<file path="config.mk">
export PLATFORM = sky130hd
export DESIGN_NAME = mipds_ctrl
export DESIGN_NICKNAME = d
export VERILOG_FILES = /design/src/hdl/mipds_pkg.sv /design/src/hdl/mipds_ctrl.sv
export SDC_FILE = /design/constraint.sdc
export NUM_CORES = 1
export LEC_CHECK = 0
export BUFFER_PORTS_ARGS = -buffer_cell sky130_fd_sc_hd__buf_2
export CAP_MARGIN = 25
export CORE_AREA = 3 3 40 42
export CTS_CLUSTER_SIZE = 24
export DETAILED_ROUTE_END_ITERATION = 12
export DIE_AREA = 0 0 43 45
export GPL_ROUTABILITY_DRIVEN = 0
export PLACE_DENSITY = 0.42
export RECOVER_POWER = 100
export SLEW_MARGIN = 20
export SYNTH_ARGS = -nofsm -noshare
export SYNTH_HDL_FRONTEND = slang
export SYNTH_SLANG_ARGS = --single-unit
</file>
<file path="constraint.sdc">
create_clock -name clock -period 1.4 [get_ports clock]
set_input_delay 0.07 -clock clock [delete_from_list [all_inputs] [get_ports clock]]
set_output_delay 0.07 -clock clock [all_outputs]
set_load 0.005 [all_outputs]
</file>
<file path="src/hdl/mipds_pkg.sv">
// Shared types, constants and lane arithmetic for the mip chain downsampler.
package mipds_pkg;

   localparam int MAX_DIM_LOG2_DEF = 12;
   localparam int CSR_DATA_W       = 13;
   localparam int CSR_INDEX_W      = 1;
   localparam int PIXEL_W          = 32;
   localparam int LANES_W          = 40;
   localparam int LEVEL_W          = 4;
   localparam int COORD_W          = 11;

   localparam logic [CSR_INDEX_W-1:0] CSR_IMAGE_WIDTH  = 1'b0;
   localparam logic [CSR_INDEX_W-1:0] CSR_IMAGE_HEIGHT = 1'b1;

   typedef struct packed {
      logic start;    // latch the accepted pixel, rewind to the first level
      logic look;     // run the horizontal/vertical step of the current level
      logic emit;     // take the averaged pixel, advance to the next level
      logic finish;   // flush the pending result as the last beat of the run
   } cmd_type;

   typedef struct packed {
      logic run_ok;      // current level exists and takes part
      logic vdone;       // last look completed a destination pixel
      logic out_free;    // output register can take a beat this cycle
      logic pend_valid;  // a result is held waiting for its last flag
   } status_type;

   // Spread four bytes into four 10-bit lanes.
   function automatic logic [LANES_W-1:0] widen(input logic [PIXEL_W-1:0] p);
      logic [LANES_W-1:0] r;
      r = '0;
      for (int i = 0; i < 4; i++) begin
         r[10*i +: 10] = {2'b00, p[8*i +: 8]};
      end
      return r;
   endfunction

   // Per lane (sum + 2) / 4, repacked as RGBA8.
   function automatic logic [PIXEL_W-1:0] lanes_to_pixel(input logic [LANES_W-1:0] t);
      logic [PIXEL_W-1:0] r;
      logic [10:0]        v;
      r = '0;
      for (int i = 0; i < 4; i++) begin
         v = {1'b0, t[10*i +: 10]} + 11'd2;
         r[8*i +: 8] = v[9:2];
      end
      return r;
   endfunction

endpackage

</file>
<file path="src/hdl/mipds_ctrl.sv">
// Sequencer stepping one pixel through the level cascade.
module mipds_ctrl import mipds_pkg::*; (
   input  logic       clock,
   input  logic       reset,
   input  logic       req_valid,
   output logic       req_ready,
   input  status_type status,
   output cmd_type    cmd
);
   typedef enum logic [3:0] {
      ST_IDLE   = 4'b0001,
      ST_LOOK   = 4'b0010,
      ST_SUM    = 4'b0100,
      ST_FINISH = 4'b1000
   } state_type;

   state_type state_ff, state_in;

   always_comb begin
      state_in = state_ff;
      cmd      = '0;
      unique case (state_ff)
         ST_IDLE: begin
            if (req_valid) begin
               cmd.start = 1'b1;
               state_in  = ST_LOOK;
            end
         end
         ST_LOOK: begin
            if (status.run_ok) begin
               cmd.look = 1'b1;
               state_in = ST_SUM;
            end else begin
               state_in = ST_FINISH;
            end
         end
         ST_SUM: begin
            if (!status.vdone) begin
               state_in = ST_FINISH;
            end else if (!status.pend_valid || status.out_free) begin
               cmd.emit = 1'b1;
               state_in = ST_LOOK;
            end
         end
         ST_FINISH: begin
            if (!status.pend_valid) begin
               state_in = ST_IDLE;
            end else if (status.out_free) begin
               cmd.finish = 1'b1;
               state_in   = ST_IDLE;
            end
         end
         default: state_in = ST_IDLE;
      endcase
   end

   always_ff @(posedge clock) begin
      if (reset) begin
         state_ff <= ST_IDLE;
      end else begin
         state_ff <= state_in;
      end
   end

   assign req_ready = (state_ff == ST_IDLE);
endmodule

</file>
* Word level (Yosys, flattened, before mapping)
Cells that the tools add are included.
** Word-level totals
- Output and inout bits :: 5
- Logic and storage cells :: 28
- Register bits after elaboration :: 4
- Input bits :: 7
** Cells by class
- Reductions and logical operators :: 3
- Mux-type cells :: 17
- Equality and inequality tests :: 7
** Operators by type and width (number)
- $mux 4 :: 6
- $pmux 4 s4 :: 1
- $mux 1 :: 10
- $ne 3x3->1 const B :: 2
- $eq 4x1->1 const B :: 1
- $eq 4x2->1 const B :: 1
- $eq 4x3->1 const B :: 1
- $eq 4x4->1 const B :: 1
- $reduce_and 3->1 :: 1
- $ne 2x2->1 const B :: 1
- $logic_not 1->1 :: 1
- $logic_or 1x1->1 :: 1

* Longest topological paths before layout
- Depth in word-level cells :: 5
- Gate-level depth with buffers :: 5
- Mapped depth without buffers :: 5

* Worst setup path before layout
No wires, ideal clock.
- Kind :: register -> register
- Start :: register state_ff[0]
- End :: register state_ff[3]
- Cell stages (with the launch flop) :: 4
- Period minus slack after synthesis :: 1.073 ns
- Required time :: 1.284 ns
- Arrival time :: 0.957 ns
- Setup slack :: 0.327 ns
- Buffers on the path :: 0
- Library setup time :: 0.116 ns
- Cells stage by stage :: dfxtp_1 nor2b_1 o311a_1 a2bb2oi_2
** On the way
- Cells in the longest elaborated chain, start to end :: 3
- Elaborated cells on any way between the ends :: 9
** RTL lines
- from (decl) :: RTL line mipds_ctrl.sv:17 : state_type state_ff, state_in;
- from (signal assigned) :: RTL line mipds_ctrl.sv:61 : state_ff <= state_in;
- $eq 4x3->1 (tied with other cells) :: RTL line mipds_ctrl.sv:22 : unique case (state_ff)
- $ne 3x3->1 (no source line) / $ne 2x2->1 (equally long branches)
- $reduce_and 3->1 (no source line)
Several ways; a longest one is shown, not always the timed one.
A chain may end at the register's enable or synchronous reset.

==> metrics <==
Top FF cell, synth=dfxtp_1; CP Launch Type=flop; RSZ-0062 raised after global routing=yes; Syn Nets=41; final period utilization=0.9354; max reg flops=4; skew final=0.6472 ps; Max-Slew Margin vs Limit=0.7746; Static Leak=0.1771 nW; Sink Count=4; most frequent cell after synthesis=dfxtp_1; via count=306; Pwr per Cell Area=978.0 nW/um^2; Setup Viol. Count Final=0; hpwl dp=532.6 um; Row Count=13; # IOs=12; Post-Syn Instances=34; total CTS buffers=3; Synth cell types=19; WP data required=1330 ps; GRT overflow=0; Die Wd=43 um; DRC Markers=0; Nets=57; biggest area consumer among synthesized cells=dfxtp_1; Post-Syn Area=271.5 sq um; Post-synth EDFFs=0; Final Hold Fails=0; Peak VDD IR=0.2824 mV; Clock Root Buffer=clkbuf_4; initial antenna violation count=0; worst skew pair latency=240 ps; setup TNS=0 ps; fin worst setup slack=90.39 ps; critical path endpoint category=primary output; Routed Wire Length=657 um; critical path class=flop to primary output; crit path DAT=1240 ps; CTS tree=built; Setup WS pre-CTS=260.1 ps; CP Max Fanout=7; global-route wire length before repair=1.138 mm; vias in the first global route=278; area grow syn2layout=33.18%; die span in y=45 um; Final Power=353.6 uW; DR pass1 iterations=4; wire per inst=10.43 um; Placed Cells=60; die footprint=1935 sq um; CTS clock-pin slew for the worst setup and hold paths=40 ps; Worst Hold Class=input port to flop; Async SR Flop Fraction=0; CTS-repair resized insts=0; fraction of layout cells with a size suffix above 1=0.3333; Largest regs=state_ff: 4 flops; pin count of the biggest net entering global routing=9; CTS Buffer Depth=2; antenna cell count=0; Starting Density=0.2113; Via density=4.857; status=complete, no violations; register area share after synthesis=0.2949; max cap viols=0; Area contributors post-synth=dfxtp_1 (29%), nor3b_1 (8.3%), nor2b_1 (6.9%); Tmin final=1310 ps; Port-buffer cells=11; htree depth=1; Antenna Violating Nets Remaining=0; Post-CTS Setup Repair Bufs=0; Biggest register=state_ff; Yosys warning total=0; CORE AREA=1285 sq um; total track usage=0.08410; Least-Margin Pin Slew=333.3 ps; cts hold-fix bufs=0; DRT iter0 DRCs=9; #FFs+latches synth=4; Fmax=763.6 MHz; Synth Area per Inst=7.986 sq um; fin cells=63; Max Slew Vio Count=0; Synth top area share=0.2949
==> cell usage in the layout, fill, tap and decap left out <==
cell | Yosys | layout
a21oi_1 | 2 | 2
a2bb2oi_1 | 0 | 1
and2b_1 | 1 | 1
buf_2 | 0 | 11
clkbuf_4 | 0 | 3
dfxtp_1 | 4 | 4
inv_1 | 3 | 3
inv_2 | 1 | 1
nand2_1 | 3 | 3
nand3_1 | 1 | 1
nand4_1 | 1 | 1
nand4b_1 | 2 | 2
nor2_1 | 3 | 3
nor2b_1 | 3 | 3
nor3b_1 | 3 | 3
nor4b_1 | 1 | 1
nor4bb_1 | 1 | 1
o21ai_0 | 1 | 1
o21bai_2 | 1 | 1
o22ai_1 | 1 | 1
o311a_1 | 1 | 1
==> stage by stage <==
stage	instance area [sq um]	utilization	hold WS, ps
finish	361.6	0.2814	42.41
CTS	367.9	0.2863	37.39
global placement	345.3	0.2687	289.1
detailed placement	345.3	0.2687	282.4
global route	361.6	0.2814	60.04
floorplan	271.5	-	139.1
==> final timing paths <==
kind	startpoint	endpoint	slack [ps]	cells after the start
setup reg to reg	state_ff[2]	state_ff[3]	270	3
setup / recovery	state_ff[2]	cmd[2]	90	4
hold / removal	reset	state_ff[2]	40	2
hold reg to reg	state_ff[3]	state_ff[3]	580	2
==> layout make-up <==
type                       count  area, sq um
multi-input combinational     26        170.2
inverter                       4        15.01
timing repair buffer          11        55.05
clock buffer                   3        22.52
fill                         144        923.4
sequential                     4        80.08
tap                           15        18.77
==> where the power goes <==
group	switching [mW]	total, mW	internal [mW]
Combinational	0.0371	0.0744	0.0373
Clock	0.0480	0.144	0.0959
Sequential	0.0120	0.135	0.123
Total	0.0971	0.354	0.257
==> critical path, cell delays in order, from the launching register on <==
cell     delay [ps]
dfxtp_1         350
nor4b_1         370
nand2_1         130
inv_1            60
buf_2           100
==> cell families (layout without fill, tap and decap cells) <==
kind of cell / count (synthesis) / after routing / share of synthesized area
AO/OA/AOI/OAI: 7 / 7 / 0.2120
buffers and inverters: 4 / 18 / 0.05528
flip-flops: 4 / 4 / 0.2949
AND/OR/NAND/NOR: 19 / 19 / 0.4378
==> per-layer routing <==
layer  vias to the layer above  routed length, um  global-route usage  part of all wire
met5                         -                  0                   0                 0
met4                         0                 12             0.07229             0.018
met3                         2                 56             0.04382             0.085
met2                         9                286              0.1138              0.44
met1                       143                302             0.09639              0.46
li1                        152                  -                   -                 -
No activity file was read; power rests on OpenSTA's default activity.
